==> src/rtl/algq_pkg.sv <==
`timescale 1ns / 1ps
package algq_pkg;

    localparam int CFG_W       = 16;
    localparam int GEN_W       = 16;
    localparam int CNT_W       = CFG_W + 1;
    localparam int APB_DATA_W  = 32;
    localparam int APB_ADDR_W  = 4;
    localparam int QUEUE_DEPTH = 2;
    localparam int QPTR_W      = $clog2(QUEUE_DEPTH);
    localparam int QCNT_W      = $clog2(QUEUE_DEPTH + 1);

    localparam logic [1:0] REG_BUS_THR   = 2'd0;
    localparam logic [1:0] REG_CUR_THR   = 2'd1;
    localparam logic [1:0] REG_HOLD      = 2'd2;
    localparam logic [1:0] REG_START_GEN = 2'd3;

    localparam logic [CFG_W-1:0] RST_BUS_THR   = 16'd0;
    localparam logic [CFG_W-1:0] RST_CUR_THR   = 16'd0;
    localparam logic [CFG_W-1:0] RST_HOLD      = 16'd2;
    localparam logic [GEN_W-1:0] RST_START_GEN = 16'd1;

    typedef struct packed {
        logic [CFG_W-1:0] bus_thr;
        logic [CFG_W-1:0] cur_thr;
        logic [CFG_W-1:0] hold;
        logic             gen_load;
        logic [GEN_W-1:0] gen_value;
    } t_cfg;

    typedef struct packed {
        logic cond;
        logic ovf;
    } t_cls;

endpackage

==> src/rtl/algq_smp_if.sv <==
`timescale 1ns / 1ps
interface algq_smp_if #(
    parameter int SAMPLE_WIDTH = 16
);
    logic                           valid;
    logic                           ready;
    logic signed [SAMPLE_WIDTH-1:0] bus_sample;
    logic signed [SAMPLE_WIDTH-1:0] current_sample;
    logic                           overflow_flag;

    modport source (output valid, output bus_sample, output current_sample,
                    output overflow_flag, input ready);
    modport sink   (input valid, input bus_sample, input current_sample,
                    input overflow_flag, output ready);
endinterface

==> src/rtl/algq_res_if.sv <==
`timescale 1ns / 1ps
interface algq_res_if;
    logic        valid;
    logic        ready;
    logic        record_enable;
    logic        session_start;
    logic        session_stop;
    logic [15:0] generation;
    logic        sample_status;

    modport source (output valid, output record_enable, output session_start,
                    output session_stop, output generation, output sample_status,
                    input ready);
    modport sink   (input valid, input record_enable, input session_start,
                    input session_stop, input generation, input sample_status,
                    output ready);
endinterface

==> src/rtl/algq_cfg.sv <==
`timescale 1ns / 1ps
module algq_cfg
    import algq_pkg::*;
(
    input  logic                  i_clk,
    input  logic                  i_rst_n,
    input  logic                  psel,
    input  logic                  penable,
    input  logic                  pwrite,
    input  logic [APB_ADDR_W-1:0] paddr,
    input  logic [APB_DATA_W-1:0] pwdata,
    output logic [APB_DATA_W-1:0] prdata,
    output logic                  pready,
    output t_cfg                  o_cfg
);

    logic [CFG_W-1:0] r_bus_thr;
    logic [CFG_W-1:0] r_cur_thr;
    logic [CFG_W-1:0] r_hold;
    logic [GEN_W-1:0] r_start_gen;
    logic             wr_en;
    logic [1:0]       reg_idx;
    logic [CFG_W-1:0] wr_val;

    assign pready  = 1'b1;
    assign wr_en   = psel && penable && pwrite;
    assign reg_idx = paddr[3:2];
    assign wr_val  = pwdata[CFG_W-1:0];

    always_ff @(posedge i_clk) begin
        if (!i_rst_n) begin
            r_bus_thr   <= RST_BUS_THR;
            r_cur_thr   <= RST_CUR_THR;
            r_hold      <= RST_HOLD;
            r_start_gen <= RST_START_GEN;
        end else if (wr_en) begin
            case (reg_idx)
                REG_BUS_THR:   r_bus_thr   <= wr_val;
                REG_CUR_THR:   r_cur_thr   <= wr_val;
                REG_HOLD:      r_hold      <= wr_val;
                REG_START_GEN: r_start_gen <= wr_val;
                default: ;
            endcase
        end
    end

    always_comb begin
        case (reg_idx)
            REG_BUS_THR:   prdata = APB_DATA_W'(r_bus_thr);
            REG_CUR_THR:   prdata = APB_DATA_W'(r_cur_thr);
            REG_HOLD:      prdata = APB_DATA_W'(r_hold);
            REG_START_GEN: prdata = APB_DATA_W'(r_start_gen);
            default:       prdata = '0;
        endcase
    end

    always_comb begin
        o_cfg.bus_thr   = r_bus_thr;
        o_cfg.cur_thr   = r_cur_thr;
        o_cfg.hold      = r_hold;
        o_cfg.gen_load  = wr_en && (reg_idx == REG_START_GEN);
        o_cfg.gen_value = wr_val;
    end

endmodule

==> src/rtl/algq_front.sv <==
`timescale 1ns / 1ps
module algq_front
    import algq_pkg::*;
#(
    parameter int SAMPLE_WIDTH = 16
) (
    input  logic       i_clk,
    input  logic       i_rst_n,
    input  t_cfg       i_cfg,
    algq_smp_if.sink   i_smp,
    output logic       o_valid,
    output t_cls       o_cls,
    input  logic       i_ready
);

    localparam int MAG_W = SAMPLE_WIDTH + 1;
    localparam int CMP_W = (MAG_W > CFG_W) ? MAG_W : CFG_W;

    logic             r_valid;
    logic             n_valid;
    t_cls             r_cls;
    logic [MAG_W-1:0] bus_mag;
    logic [MAG_W-1:0] cur_mag;
    logic             cond;
    logic             in_xfer;

    // Magnitude is one bit wider so that the most negative reading is exact.
    function automatic logic [MAG_W-1:0] magnitude(input logic [SAMPLE_WIDTH-1:0] x);
        logic [MAG_W-1:0] ext;
        ext = {x[SAMPLE_WIDTH-1], x};
        return x[SAMPLE_WIDTH-1] ? (~ext + 1'b1) : ext;
    endfunction

    assign bus_mag = magnitude(i_smp.bus_sample);
    assign cur_mag = magnitude(i_smp.current_sample);
    assign cond    = ((CMP_W'(bus_mag) >= CMP_W'(i_cfg.bus_thr)) &&
                      (CMP_W'(cur_mag) >= CMP_W'(i_cfg.cur_thr))) ||
                     i_smp.overflow_flag;

    assign i_smp.ready = !r_valid || i_ready;
    assign in_xfer     = i_smp.valid && i_smp.ready;

    always_comb begin
        n_valid = r_valid;
        if (in_xfer) begin
            n_valid = 1'b1;
        end else if (i_ready) begin
            n_valid = 1'b0;
        end
    end

    always_ff @(posedge i_clk) begin
        if (!i_rst_n) begin
            r_valid <= 1'b0;
        end else begin
            r_valid <= n_valid;
        end
    end

    always_ff @(posedge i_clk) begin
        if (in_xfer) begin
            r_cls.cond <= cond;
            r_cls.ovf  <= i_smp.overflow_flag;
        end
    end

    assign o_valid = r_valid;
    assign o_cls   = r_cls;

endmodule

==> src/rtl/algq_queue.sv <==
`timescale 1ns / 1ps
module algq_queue
    import algq_pkg::*;
(
    input  logic              i_clk,
    input  logic              i_rst_n,
    input  logic              i_valid,
    input  t_cls              i_cls,
    output logic              o_ready,
    output logic              o_valid,
    output t_cls              o_cls,
    input  logic              i_ready,
    output logic [QCNT_W-1:0] o_level
);

    t_cls              r_mem [QUEUE_DEPTH];
    logic [QPTR_W-1:0] r_wr;
    logic [QPTR_W-1:0] r_rd;
    logic [QCNT_W-1:0] r_cnt;
    logic              push;
    logic              pop;

    assign o_ready = (r_cnt != QCNT_W'(QUEUE_DEPTH));
    assign o_valid = (r_cnt != '0);
    assign push    = i_valid && o_ready;
    assign pop     = o_valid && i_ready;
    assign o_cls   = r_mem[r_rd];
    assign o_level = r_cnt;

    always_ff @(posedge i_clk) begin
        if (!i_rst_n) begin
            r_wr  <= '0;
            r_rd  <= '0;
            r_cnt <= '0;
        end else begin
            if (push) begin
                r_wr <= r_wr + 1'b1;
            end
            if (pop) begin
                r_rd <= r_rd + 1'b1;
            end
            if (push && !pop) begin
                r_cnt <= r_cnt + 1'b1;
            end else if (pop && !push) begin
                r_cnt <= r_cnt - 1'b1;
            end
        end
    end

    always_ff @(posedge i_clk) begin
        if (push) begin
            r_mem[r_wr] <= i_cls;
        end
    end

endmodule

==> src/rtl/algq_back.sv <==
`timescale 1ns / 1ps
module algq_back
    import algq_pkg::*;
(
    input  logic        i_clk,
    input  logic        i_rst_n,
    input  t_cfg        i_cfg,
    input  logic        i_valid,
    input  t_cls        i_cls,
    output logic        o_ready,
    algq_res_if.source  o_res
);

    logic [CNT_W-1:0] r_met;
    logic [CNT_W-1:0] r_unmet;
    logic             r_active;
    logic [GEN_W-1:0] r_gen;
    logic [CNT_W-1:0] n_met;
    logic [CNT_W-1:0] n_unmet;
    logic             n_active;
    logic [GEN_W-1:0] n_gen;
    logic             n_start;
    logic             n_stop;
    logic [CNT_W-1:0] hold;
    logic [CNT_W-1:0] hold_p1;
    logic             pop;

    logic             r_out_valid;
    logic             r_rec;
    logic             r_start;
    logic             r_stop;
    logic [GEN_W-1:0] r_out_gen;
    logic             r_status;

    // A hold of zero behaves as a hold of one.
    assign hold    = (i_cfg.hold == '0) ? CNT_W'(1) : CNT_W'(i_cfg.hold);
    assign hold_p1 = hold + 1'b1;
    assign o_ready = !r_out_valid || o_res.ready;
    assign pop     = i_valid && o_ready;

    always_comb begin
        n_met    = r_met;
        n_unmet  = r_unmet;
        n_active = r_active;
        n_gen    = r_gen;
        n_start  = 1'b0;
        n_stop   = 1'b0;
        if (i_cls.cond) begin
            if (r_met < hold_p1) begin
                n_met = r_met + 1'b1;
            end
            n_unmet = '0;
        end else begin
            if (r_unmet < hold_p1) begin
                n_unmet = r_unmet + 1'b1;
            end
            n_met = '0;
        end
        if (!n_active && (n_met == hold)) begin
            n_active = 1'b1;
            n_met    = hold_p1;
            n_start  = 1'b1;
        end
        if (n_active && (n_unmet == hold)) begin
            n_active = 1'b0;
            n_unmet  = hold_p1;
            n_gen    = r_gen + 1'b1;
            n_stop   = 1'b1;
        end
    end

    always_ff @(posedge i_clk) begin
        if (!i_rst_n) begin
            r_met       <= '0;
            r_unmet     <= '0;
            r_active    <= 1'b0;
            r_gen       <= RST_START_GEN;
            r_out_valid <= 1'b0;
        end else begin
            if (i_cfg.gen_load) begin
                r_gen <= i_cfg.gen_value;
            end else if (pop) begin
                r_gen <= n_gen;
            end
            if (pop) begin
                r_met    <= n_met;
                r_unmet  <= n_unmet;
                r_active <= n_active;
            end
            if (pop) begin
                r_out_valid <= 1'b1;
            end else if (o_res.ready) begin
                r_out_valid <= 1'b0;
            end
        end
    end

    always_ff @(posedge i_clk) begin
        if (pop) begin
            r_rec     <= n_active;
            r_start   <= n_start;
            r_stop    <= n_stop;
            r_out_gen <= n_gen;
            r_status  <= i_cls.ovf;
        end
    end

    assign o_res.valid         = r_out_valid;
    assign o_res.record_enable = r_rec;
    assign o_res.session_start = r_start;
    assign o_res.session_stop  = r_stop;
    assign o_res.generation    = r_out_gen;
    assign o_res.sample_status = r_status;

endmodule

==> src/rtl/activity_log_gate_qualifier_unit.sv <==
`timescale 1ns / 1ps
// Channel   Direction  Transfer when           Payload
// i_smp     in         valid && ready          bus_sample, current_sample, overflow_flag
// o_res     out        valid && ready          record_enable, session_start, session_stop,
//                                              generation, sample_status
// APB       in/out     psel && penable && pwrite  bus/current threshold, hold, start generation
//
// One sample per cycle is sustained while o_res.ready holds; each sample passes through
// the classify register, two-entry queue and state update into the output register.
// The rate is set by the counter update in the back stage.
// Reset is synchronous and active low; it clears the pipeline and counters, loads the
// registers with their reset values and the generation with the reset start generation.
// A stalled output fills the queue and then the front register before i_smp.ready falls.
module activity_log_gate_qualifier_unit
    import algq_pkg::*;
#(
    parameter int SAMPLE_WIDTH = 16
) (
    input  logic                  i_clk,
    input  logic                  i_rst_n,
    algq_smp_if.sink              i_smp,
    algq_res_if.source            o_res,
    input  logic                  psel,
    input  logic                  penable,
    input  logic                  pwrite,
    input  logic [APB_ADDR_W-1:0] paddr,
    input  logic [APB_DATA_W-1:0] pwdata,
    output logic [APB_DATA_W-1:0] prdata,
    output logic                  pready
);

    t_cfg              cfg;
    logic              f_valid;
    t_cls              f_cls;
    logic              q_in_ready;
    logic              q_valid;
    t_cls              q_cls;
    logic              b_ready;
    logic [QCNT_W-1:0] q_level;

    algq_cfg u_cfg (
        .i_clk   (i_clk),
        .i_rst_n (i_rst_n),
        .psel    (psel),
        .penable (penable),
        .pwrite  (pwrite),
        .paddr   (paddr),
        .pwdata  (pwdata),
        .prdata  (prdata),
        .pready  (pready),
        .o_cfg   (cfg)
    );

    algq_front #(
        .SAMPLE_WIDTH (SAMPLE_WIDTH)
    ) u_front (
        .i_clk   (i_clk),
        .i_rst_n (i_rst_n),
        .i_cfg   (cfg),
        .i_smp   (i_smp),
        .o_valid (f_valid),
        .o_cls   (f_cls),
        .i_ready (q_in_ready)
    );

    algq_queue u_queue (
        .i_clk   (i_clk),
        .i_rst_n (i_rst_n),
        .i_valid (f_valid),
        .i_cls   (f_cls),
        .o_ready (q_in_ready),
        .o_valid (q_valid),
        .o_cls   (q_cls),
        .i_ready (b_ready),
        .o_level (q_level)
    );

    algq_back u_back (
        .i_clk   (i_clk),
        .i_rst_n (i_rst_n),
        .i_cfg   (cfg),
        .i_valid (q_valid),
        .i_cls   (q_cls),
        .o_ready (b_ready),
        .o_res   (o_res)
    );

`ifndef SYNTHESIS
    a_queue_level: assert property (@(posedge i_clk) disable iff (!i_rst_n)
        q_level <= QCNT_W'(QUEUE_DEPTH))
        else $error("queue level exceeds its depth");

    a_start_records: assert property (@(posedge i_clk) disable iff (!i_rst_n)
        (o_res.valid && o_res.session_start) |-> o_res.record_enable)
        else $error("session start without record enable");

    a_stop_no_record: assert property (@(posedge i_clk) disable iff (!i_rst_n)
        (o_res.valid && o_res.session_stop) |-> !o_res.record_enable)
        else $error("session stop with record enable");

    a_front_backpressure: assert property (@(posedge i_clk) disable iff (!i_rst_n)
        (f_valid && !q_in_ready) |-> !i_smp.ready)
        else $error("input taken while the front register is blocked");
`endif

endmodule

==> src/flat_wrapper.sv <==
// flat-port wrapper written by rule: the top's interface ports become plain ports
module activity_log_gate_qualifier_unit_flat import algq_pkg::*;
#(
    parameter int SAMPLE_WIDTH = 16
)
  (i_clk, i_rst_n, psel, penable, pwrite, paddr, pwdata, prdata, pready, i_smp_valid, i_smp_bus_sample, i_smp_current_sample, i_smp_overflow_flag, i_smp_ready, o_res_valid, o_res_record_enable, o_res_session_start, o_res_session_stop, o_res_generation, o_res_sample_status, o_res_ready);
  algq_smp_if #(.SAMPLE_WIDTH(SAMPLE_WIDTH)) i_smp_i ();
  algq_res_if o_res_i ();
  input  logic i_clk;
  input  logic i_rst_n;
  input  logic psel;
  input  logic penable;
  input  logic pwrite;
  input  logic [APB_ADDR_W-1:0] paddr;
  input  logic [APB_DATA_W-1:0] pwdata;
  output logic [APB_DATA_W-1:0] prdata;
  output logic pready;
  input wire logic [$bits(i_smp_i.valid)-1:0] i_smp_valid;
  input wire logic [$bits(i_smp_i.bus_sample)-1:0] i_smp_bus_sample;
  input wire logic [$bits(i_smp_i.current_sample)-1:0] i_smp_current_sample;
  input wire logic [$bits(i_smp_i.overflow_flag)-1:0] i_smp_overflow_flag;
  output wire logic [$bits(i_smp_i.ready)-1:0] i_smp_ready;
  output wire logic [$bits(o_res_i.valid)-1:0] o_res_valid;
  output wire logic [$bits(o_res_i.record_enable)-1:0] o_res_record_enable;
  output wire logic [$bits(o_res_i.session_start)-1:0] o_res_session_start;
  output wire logic [$bits(o_res_i.session_stop)-1:0] o_res_session_stop;
  output wire logic [$bits(o_res_i.generation)-1:0] o_res_generation;
  output wire logic [$bits(o_res_i.sample_status)-1:0] o_res_sample_status;
  input wire logic [$bits(o_res_i.ready)-1:0] o_res_ready;
  assign i_smp_i.valid = i_smp_valid;
  assign i_smp_i.bus_sample = i_smp_bus_sample;
  assign i_smp_i.current_sample = i_smp_current_sample;
  assign i_smp_i.overflow_flag = i_smp_overflow_flag;
  assign i_smp_ready = i_smp_i.ready;
  assign o_res_valid = o_res_i.valid;
  assign o_res_record_enable = o_res_i.record_enable;
  assign o_res_session_start = o_res_i.session_start;
  assign o_res_session_stop = o_res_i.session_stop;
  assign o_res_generation = o_res_i.generation;
  assign o_res_sample_status = o_res_i.sample_status;
  assign o_res_i.ready = o_res_ready;
  activity_log_gate_qualifier_unit #(.SAMPLE_WIDTH(SAMPLE_WIDTH)) u_core (.i_clk(i_clk), .i_rst_n(i_rst_n), .i_smp(i_smp_i), .o_res(o_res_i), .psel(psel), .penable(penable), .pwrite(pwrite), .paddr(paddr), .pwdata(pwdata), .prdata(prdata), .pready(pready));
endmodule
==> config.mk <==
export PLATFORM = sky130hd
export DESIGN_NAME = activity_log_gate_qualifier_unit_flat
export DESIGN_NICKNAME = d
export VERILOG_FILES = /design/src/rtl/algq_pkg.sv /design/src/rtl/algq_smp_if.sv /design/src/rtl/algq_res_if.sv /design/src/rtl/algq_cfg.sv /design/src/rtl/algq_front.sv /design/src/rtl/algq_queue.sv /design/src/rtl/algq_back.sv /design/src/rtl/activity_log_gate_qualifier_unit.sv /design/src/flat_wrapper.sv
export SDC_FILE = /design/constraint.sdc
export NUM_CORES = 1
export LEC_CHECK = 0
export BUFFER_PORTS_ARGS = -buffer_cell sky130_fd_sc_hd__buf_4
export CORE_ASPECT_RATIO = 2
export CORE_UTILIZATION = 60
export CTS_CLUSTER_DIAMETER = 60
export DETAILED_ROUTE_END_ITERATION = 7
export HOLD_SLACK_MARGIN = 0.15
export PLACE_DENSITY = 0.81
export SLEW_MARGIN = 10
export SYNTH_ARGS = -nofsm -noshare
export SYNTH_HDL_FRONTEND = slang
export SYNTH_SLANG_ARGS = --single-unit
==> constraint.sdc <==
create_clock -name i_clk -period 6.9 [get_ports i_clk]
set_input_delay 1.38 -clock i_clk [delete_from_list [all_inputs] [get_ports i_clk]]
set_output_delay 1.38 -clock i_clk [all_outputs]
set_load 0.05 [all_outputs]
==> impl_metrics.py, run 1 <==
metrics = {
    "status": {
        "status": "finished, final reports clean",
    },
    "place": {
        "post-dp-hpwl_um": 31800,
        "buffer_ports.inserted": 95,
        "place_congestion": 1.04,
        "pre_cts_ws_ns": 0.971,
        "detailed_place.area_mm2": 0.0130,
    },
    "timing": {
        "slew-limit-headroom_pct": 27.2,
        "fmax_ghz": 0.156,
        "setup_ws_ns": 0.508,
        "final_min_period_over_clock_period_pct": 92.6,
        "fin_skew_ns": 0.00915,
        "fin_setup_tns_ns": 0,
        "rsz0062_at_grt": "no",
        "count_of_endpoints_failing_hold_in_the_final_timing_report": 0,
        "fin_crit_ns": 6.39,
        "setup_violations": 0,
        "worst_margin_slew_ns": 1.09,
        "timing.final.max_slew_violations": 0,
    },
    "worst_setup_path": {
        "timing.rr.end": "u_core.u_back.o_res.generation[11]$_DFFE_PP_",
        "arrival_ns": 6.58,
        "worstSetupEndpointType": "flop",
        "launching_element_of_the_worst_setup_path": "u_core.u_cfg.r_hold[3]$_SDFFE_PN0P_",
        "ff2ff_setup_slack_ns": 0.51,
        "cp_cell_sequence": "buf_4, inv_1, nor2_1, nand2_1, xnor2_1, ha_1, nand4_1, o21ai_0, a21oi_1, o22ai_1, o211a_2, nor3_1, xnor2_1, o21ai_0, a221oi_1, nand4b_4, inv_2, buf_4, nand4_1, xnor2_1",
        "path_delay_family": "compound AO/OA/AOI/OAI gates",
        "path_depth": 20,
        "timing.critical_path.buf_inv": 4,
        "timing.critical_path.from_type": "flop",
        "reg2regPathDepth": 20,
        "regToRegStartpoint": "u_core.u_cfg.r_hold[3]$_SDFFE_PN0P_",
        "slowest_stage": "sky130_fd_sc_hd__o22ai_1",
        "crit_fanout": 19,
        "worst_setup_path_endpoint": "u_core.u_back.o_res.generation[11]$_DFFE_PP_",
        "crit_type": "flop to flop",
        "worst_path_largest_cell_delay_ns": 0.84,
        "required_ns": 7.09,
        "cpMostUsedCell": "sky130_fd_sc_hd__xnor2_1",
    },
    "yosys": {
        "synth_area_per_cell_um2": 7.69,
        "synth_area_leaders": "sky130_fd_sc_hd__dfxtp_1 (20%), sky130_fd_sc_hd__nand2_1 (8.0%), sky130_fd_sc_hd__ha_1 (6.9%)",
        "synthDominantAreaCellType": "sky130_fd_sc_hd__dfxtp_1",
        "synth.most_common_cell": "sky130_fd_sc_hd__nand2_1",
        "flip_flop_cell_with_the_highest_count_after_synthesis": "sky130_fd_sc_hd__dfxtp_1",
        "fraction_of_synthesized_area_in_multiplexers_pct": 5.71,
        "synth_top_area_share_pct": 20.3,
        "synth-xor-area-share_pct": 5.53,
        "synth_cells": 1566,
        "synthSimpleGateAreaFrac_pct": 26.6,
        "synthAdderAreaFrac_pct": 6.86,
        "synth_edf_count": 26,
        "synth_warnings": 0,
        "synth.cell_area_mm2": 0.0120,
        "synth-seq-area-share_pct": 26.8,
        "synth_compound_area_share_pct": 21.4,
        "synth-seq-cells": 148,
        "synth-async-reset-ratio_pct": 0,
        "largest_family_of_logic_cells_by_synthesized_area": "simple AND/OR/NAND/NOR gates",
        "top_cell_types_by_occurrence_after_synthesis": "sky130_fd_sc_hd__nand2_1 (255), sky130_fd_sc_hd__dfxtp_1 (122), sky130_fd_sc_hd__a21oi_1 (117), sky130_fd_sc_hd__nor2_1 (86), sky130_fd_sc_hd__clkbuf_1 (82)",
        "synth_cell_types": 88,
    },
    "cells_and_area": {
        "fill_cells": 1753,
        "synthToLayoutAreaGrowth_pct": 12.7,
        "design.final.nets": 1765,
        "layout.area.seq_mm2": 0.00322,
        "multiInputGateArea_mm2": 0.00803,
        "post-route-util_pct": 68.8,
        "antennaDiodeCount": 0,
        "final_cell_area_mm2": 0.0136,
        "post_route_cells_drive_above_1_share_pct": 14.2,
    },
    "cts": {
        "tritoncts.num_buffers": 17,
        "cts.htree.levels": 4,
        "post-cts-setup-buffers": 0,
        "cts.clk_slew.worst_paths_ns": 0.06,
        "clkSinkCount": 148,
        "cts-resized-gates": 0,
        "clk_latency_ns": 0.44,
        "cts_tree": "yes",
        "clock_tree.buffer_depth": 2,
        "cts-root-buf": "sky130_fd_sc_hd__clkbuf_16",
        "cts_hold_repair.buffers": 0,
    },
    "grt": {
        "grt_pass1_vias": 12738,
        "grt-ovfl-total": 0,
        "groute.usage.overall_pct": 44.7,
        "grt_start_max_net_pins": 89,
        "grt_pass1_wl_um": 68300,
        "number_of_antenna_violations_at_the_first_check_in_global_routing": 2,
    },
    "die": {
        "rows": 73,
        "floorplan.core_area_mm2": 0.0197,
        "initial_core_util_pct": 61.0,
        "die_h_um": 202,
        "ios": 131,
        "design.die.area_mm2": 0.0207,
        "chip_width_um": 102,
    },
    "detailed_routing": {
        "drt_iter0_drc": 1297,
        "route.final.wire_length_um": 44500,
        "wl_per_cell_um": 23.4,
        "drc": 0,
        "drt_pass1_iterations": 6,
        "routed-via-count": 12999,
        "vias_per_cell": 6.85,
        "final_antenna_net_count": 0,
    },
    "worst_hold_path": {
        "hp-class": "flop to flop",
    },
    "power": {
        "cell_pwr_density_mw_per_mm2": 279,
        "post-layout-total-power_mw": 3.79,
        "total_leakage_power_nw": 5.00,
        "irDropWorstVdd_v": 0.000227,
    },
    "flow_run": {
        "timing.max_cap.violations": 0,
    },
}
-- final cells by class --
| type | instances | area share, % |
|---|---|---|
| inverters | 66 | 1.83 |
| well taps | 262 | 2.42 |
| repair buffers | 152 | 8.59 |
| clock inverters | 10 | 0.784 |
| flip-flops and latches | 148 | 23.8 |
| clock buffers | 22 | 3.42 |
| multi-input cells | 1238 | 59.2 |
-- cells by family (layout without fill, tap and decap cells) --
family | count (synthesis) | in the layout
flops | 148 | 148
simple gates | 646 | 646
fa+ha+maj | 66 | 66
buf+inv | 195 | 250
mux | 47 | 47
xor+xnor | 76 | 76
compound gates | 386 | 386
other cells | 2 | 17
-- state kept, by name, summed over array words and instances (netlist names), 16 cells and up, named ones only --
register and count:
u_core.u_back.r_met 17, u_core.u_cfg.r_start_gen 16, u_core.u_cfg.r_bus_thr 16, u_core.u_back.r_gen 16, u_core.u_back.r_unmet 17, u_core.u_cfg.r_hold 16, u_core.u_cfg.r_cur_thr 16, u_core.u_back.o_res.generation 16
-- placed cells by master, fill, tap and decap left out, drive strengths merged, types with 9 or more instances in the layout --
cell and n:
nand4 25, o41ai 9, o21ai 65, nand3 66
a31oi 20, clkbuf 22, and2 15, xnor2 64
o31ai 15, a211oi 21, and3 31, mux4 16
dfxtp 122, buf 152, nor2b 10, o2111ai 9
conb 17, inv 65, mux2 13, mux2i 18
nor4 22, xor2 12, o21a 9, ha 66
nand2b 26, or3 28, a21o 20, a311oi 10
nor2 86, a22oi 9, o22ai 12, nand2 255
nor3 44, a21oi 117, edfxtp 26
-- stage by stage --
| stage | hold slack (ns) | instances |
|---|---|---|
| after floorplan | 0.421 | 1581 |
| after global placement | 0.422 | 1866 |
| after detailed placement | 0.444 | 1866 |
| after CTS | 0.449 | 1898 |
| after global routing | 0.470 | 1898 |
| final | 0.451 | 1898 |
-- power breakdown --
part / internal [mW] / total (mW) / switching (mW)
Sequential: 1.00 / 1.16 / 0.158
Combinational: 0.590 / 1.71 / 1.12
Clock: 0.547 / 0.922 / 0.375
Total: 2.14 / 3.79 / 1.66
-- worst min-delay path by stage --
stage                                      startpoint                                   end  slack, ns  cells past startpoint
CTS                 u_core.u_front.o_cls[1]$_DFFE_PP_  u_core.u_queue.r_mem[1][1]$_DFFE_PP_       0.45                      0
floorplan           u_core.u_front.o_cls[0]$_DFFE_PP_  u_core.u_queue.r_mem[0][0]$_DFFE_PP_       0.42                      0
global placement    u_core.u_front.o_cls[1]$_DFFE_PP_  u_core.u_queue.r_mem[0][1]$_DFFE_PP_       0.42                      0
global route        u_core.u_front.o_cls[0]$_DFFE_PP_  u_core.u_queue.r_mem[1][0]$_DFFE_PP_       0.47                      0
detailed placement  u_core.u_front.o_cls[1]$_DFFE_PP_  u_core.u_queue.r_mem[0][1]$_DFFE_PP_       0.44                      0
finish              u_core.u_front.o_cls[1]$_DFFE_PP_  u_core.u_queue.r_mem[1][1]$_DFFE_PP_       0.45                      0
-- per-layer routing --
| metal | share of wire (%) | GRT usage (%) |
|---|---|---|
| met5 | 0.16 | 1.54 |
| met4 | 12 | 45.6 |
| met3 | 9.9 | 15.0 |
| met2 | 48 | 72.0 |
| met1 | 30 | 41.8 |
No activity file was read; power rests on OpenSTA's default activity.
==> run 2, diff against run 1 <==
--- a/config.mk
+++ b/config.mk
@@ -15,4 +15,5 @@
 export SLEW_MARGIN = 10
 export SYNTH_ARGS = -nofsm -noshare
 export SYNTH_HDL_FRONTEND = slang
+export SYNTH_HIERARCHICAL = 1
 export SYNTH_SLANG_ARGS = --single-unit
==> run 2 against run 1 <==
  * Non-clock buffer count grew 33
  * Worst setup slack better by 0.063 ns
  * Final cell count shrank 1.5%
  * Combinational power increased by 32%
  * Register-to-register slack better by 0.06 ns
  * Sequential cell count unchanged
  * Via count shrank 2.2%
  * Clock skew is essentially flat
  * Die area increased by 3.3%
  * Synthesized cell count down 3.8%
  * Design area is 4.0% higher
==> impl_metrics.py, run 2 <==
metrics = {
    "status": {
        "status": "finished, final reports clean",
    },
    "timing": {
        "fmax_ghz": 0.158,
        "count_of_endpoints_failing_hold_in_the_final_timing_report": 0,
        "timing.final.max_slew_violations": 0,
        "fin_skew_ns": 0.00912,
        "fin_setup_tns_ns": 0,
        "final_min_period_over_clock_period_pct": 91.7,
        "setup_ws_ns": 0.571,
        "worst_margin_slew_ns": 1.26,
        "rsz0062_at_grt": "no",
        "fin_crit_ns": 6.33,
        "slew-limit-headroom_pct": 15.4,
        "setup_violations": 0,
    },
    "grt": {
        "use_met3_pct": 8.08,
        "number_of_antenna_violations_at_the_first_check_in_global_routing": 0,
        "global_route.usage.met1_pct": 37.2,
        "groute.layer.met2.usage_pct": 72.2,
        "grt_start_max_net_pins": 76,
        "globalRoute.busiestLayer": "met2",
        "grt_pass1_vias": 12625,
        "grt_pass1_wl_um": 66300,
        "groute.usage.overall_pct": 40.7,
        "grt-ovfl-total": 0,
    },
    "yosys": {
        "synthSimpleGateAreaFrac_pct": 25.4,
        "synth.most_common_cell": "sky130_fd_sc_hd__nand2_1",
        "synth_top_area_share_pct": 19.6,
        "synth_cell_types": 104,
        "synth-seq-area-share_pct": 25.9,
        "top_cell_types_by_occurrence_after_synthesis": "sky130_fd_sc_hd__nand2_1 (176), sky130_fd_sc_hd__dfxtp_1 (122), sky130_fd_sc_hd__mux2i_1 (75), sky130_fd_sc_hd__o21ai_0 (73), sky130_fd_sc_hd__nor2_1 (71)",
        "synth_area_leaders": "sky130_fd_sc_hd__dfxtp_1 (20%), sky130_fd_sc_hd__ha_1 (6.6%), sky130_fd_sc_hd__edfxtp_1 (6.3%)",
        "synthAdderAreaFrac_pct": 6.72,
        "synth_area_per_cell_um2": 8.26,
        "flip_flop_cell_with_the_highest_count_after_synthesis": "sky130_fd_sc_hd__dfxtp_1",
        "fraction_of_synthesized_area_in_multiplexers_pct": 9.29,
        "synth_compound_area_share_pct": 18.5,
        "synth-async-reset-ratio_pct": 0,
        "synth_warnings": 6,
        "synth-seq-cells": 148,
        "synth_cells": 1507,
        "largest_family_of_logic_cells_by_synthesized_area": "simple AND/OR/NAND/NOR gates",
        "synth_edf_count": 26,
        "synth.cell_area_mm2": 0.0124,
        "synthDominantAreaCellType": "sky130_fd_sc_hd__dfxtp_1",
        "synth-xor-area-share_pct": 6.00,
    },
    "cts": {
        "cts_hold_repair.buffers": 0,
        "tritoncts.num_buffers": 17,
        "cts.clk_slew.worst_paths_ns": 0.06,
        "clock_tree.buffer_depth": 2,
        "clkSinkCount": 148,
        "post-cts-setup-buffers": 0,
        "cts.htree.levels": 4,
        "cts-resized-gates": 0,
        "clk_latency_ns": 0.44,
        "cts_tree": "yes",
        "cts-root-buf": "sky130_fd_sc_hd__clkbuf_16",
    },
    "cells_and_area": {
        "top_flop_regs": "u_core/u_back/r_met (17), u_core/u_back/r_unmet (17)",
        "final_cell_area_mm2": 0.0141,
        "post_route_cells_drive_above_1_share_pct": 17.3,
        "design.final.nets": 1732,
        "synthToLayoutAreaGrowth_pct": 13.4,
        "most-common-layout-cells": "sky130_fd_sc_hd__buf_4 (182), sky130_fd_sc_hd__nand2_1 (175), sky130_fd_sc_hd__dfxtp_1 (121)",
        "antennaDiodeCount": 0,
        "mostFrequentLayoutCell": "sky130_fd_sc_hd__buf_4",
    },
    "worst_setup_path": {
        "worstSetupEndpointType": "flop",
        "crit_type": "flop to flop",
        "crit_fanout": 29,
        "arrival_ns": 6.69,
        "timing.critical_path.from_type": "flop",
        "required_ns": 7.26,
    },
    "detailed_routing": {
        "routed-via-count": 12719,
        "drt_pass1_iterations": 6,
        "final_antenna_net_count": 0,
        "drt_iter0_drc": 828,
        "wl_per_cell_um": 23.2,
        "vias_per_cell": 6.81,
        "drc": 0,
        "route.final.wire_length_um": 43400,
    },
    "place": {
        "detailed_place.area_mm2": 0.0135,
        "buffer_ports.inserted": 95,
        "post-dp-hpwl_um": 31600,
        "pre_cts_ws_ns": 0.579,
        "place_congestion": 0.995,
    },
    "power": {
        "post-layout-total-power_mw": 4.36,
        "cell_internal_pwr_mw": 2.42,
        "total_leakage_power_nw": 5.54,
        "cell_pwr_density_mw_per_mm2": 309,
        "net_switching_fraction_of_the_power_pct": 44.5,
        "p_seq_share_pct": 26.2,
        "switchingPower_mw": 1.94,
        "p_comb_share_pct": 51.9,
        "irDropWorstVdd_v": 0.000198,
        "clock_power_share_pct": 21.9,
    },
    "die": {
        "ios": 131,
        "chip_width_um": 104,
        "rows": 74,
        "floorplan.core_area_mm2": 0.0204,
        "initial_core_util_pct": 61.1,
        "design.die.area_mm2": 0.0214,
        "die_h_um": 206,
    },
    "worst_hold_path": {
        "hp-class": "flop to flop",
    },
    "flow_run": {
        "timing.max_cap.violations": 0,
    },
}
-- run 2: area by class of cell --
class                   count  area (um2)
clock buffers              25         497
flip-flops and latches    148        3220
multi-input cells        1169        8280
repair buffers            185        1430
inverters                  69         259
fillers                  1661        6260
well taps                 266         333
clock inverters             7        95.1
-- run 2: path summary, 6_finish.rpt --
| check | start | endpoint | slack (ns) | cells after the start |
|---|---|---|---|---|
| worst max-delay path | u_core/u_cfg/r_hold[4]$_SDFFE_PN0P_ | u_core/u_back/r_gen[12]$_SDFFE_PN0P_ | 0.57 | 20 |
| worst min-delay path | u_core/u_front/o_cls[0]$_DFFE_PP_ | u_core/u_queue/r_mem[0][0]$_DFFE_PP_ | 0.45 | 0 |
| worst max register to register | u_core/u_cfg/r_hold[4]$_SDFFE_PN0P_ | u_core/u_back/r_gen[12]$_SDFFE_PN0P_ | 0.57 | 20 |
| worst min register to register | u_core/u_front/o_cls[0]$_DFFE_PP_ | u_core/u_queue/r_mem[0][0]$_DFFE_PP_ | 0.45 | 0 |
-- run 2: power groups by stage --
stage	Clock, mW	Sequential [mW]	Combinational, mW
final	0.955	1.14	2.26
after global routing	0.994	1.15	2.40
after CTS	0.957	1.13	2.19
after detailed placement	0	1.15	2.18
after global placement	0	1.14	2.14
after floorplan	0	1.25	1.31
-- run 2: cells by family (layout without fill, tap and decap cells) --
logic type	Yosys count	count (layout)
flip-flops	148	148
AND/OR/NAND/NOR	582	582
other	2	17
AO/OA/AOI/OAI	329	329
multiplexers	95	95
adder cells (fa/ha/maj)	67	67
buffers and inverters	205	286
XOR/XNOR	79	79
-- run 2: critical path, cell delays in order, from the launching register on --
cell	delay, ns
sky130_fd_sc_hd__dfxtp_2	0.51
sky130_fd_sc_hd__nand3_1	0.26
sky130_fd_sc_hd__nor2_1	0.39
sky130_fd_sc_hd__nand2_1	0.12
sky130_fd_sc_hd__xnor2_1	0.41
sky130_fd_sc_hd__inv_1	0.26
sky130_fd_sc_hd__ha_1	0.35
sky130_fd_sc_hd__nand4_1	0.07
sky130_fd_sc_hd__or2_0	0.43
sky130_fd_sc_hd__a21oi_1	0.19
sky130_fd_sc_hd__o211a_2	0.43
sky130_fd_sc_hd__or4_1	0.57
sky130_fd_sc_hd__and3_1	0.21
sky130_fd_sc_hd__nor4b_2	0.46
sky130_fd_sc_hd__nand4_2	0.15
sky130_fd_sc_hd__buf_4	0.20
sky130_fd_sc_hd__o31ai_4	0.24
sky130_fd_sc_hd__nand3_4	0.12
sky130_fd_sc_hd__buf_12	0.18
sky130_fd_sc_hd__or4_1	0.48
sky130_fd_sc_hd__a31oi_1	0.20
-- run 2: stage by stage --
step                hold WS (ns)  instances  utilization, %
finish                     0.448       1869            69.3
global route               0.466       1869            69.3
CTS                        0.448       1869            69.3
detailed placement         0.440       1837            66.4
global placement           0.423       1837            66.4
floorplan                  0.421       1522               -
-- run 2: metal layers --
layer	vias up	part of all wire (%)	wire length (um)
met1	6002	32	13800
met3	295	6.8	2960
li1	5710	-	-
met2	712	50	21600
met5	-	0	0
met4	0	12	5060
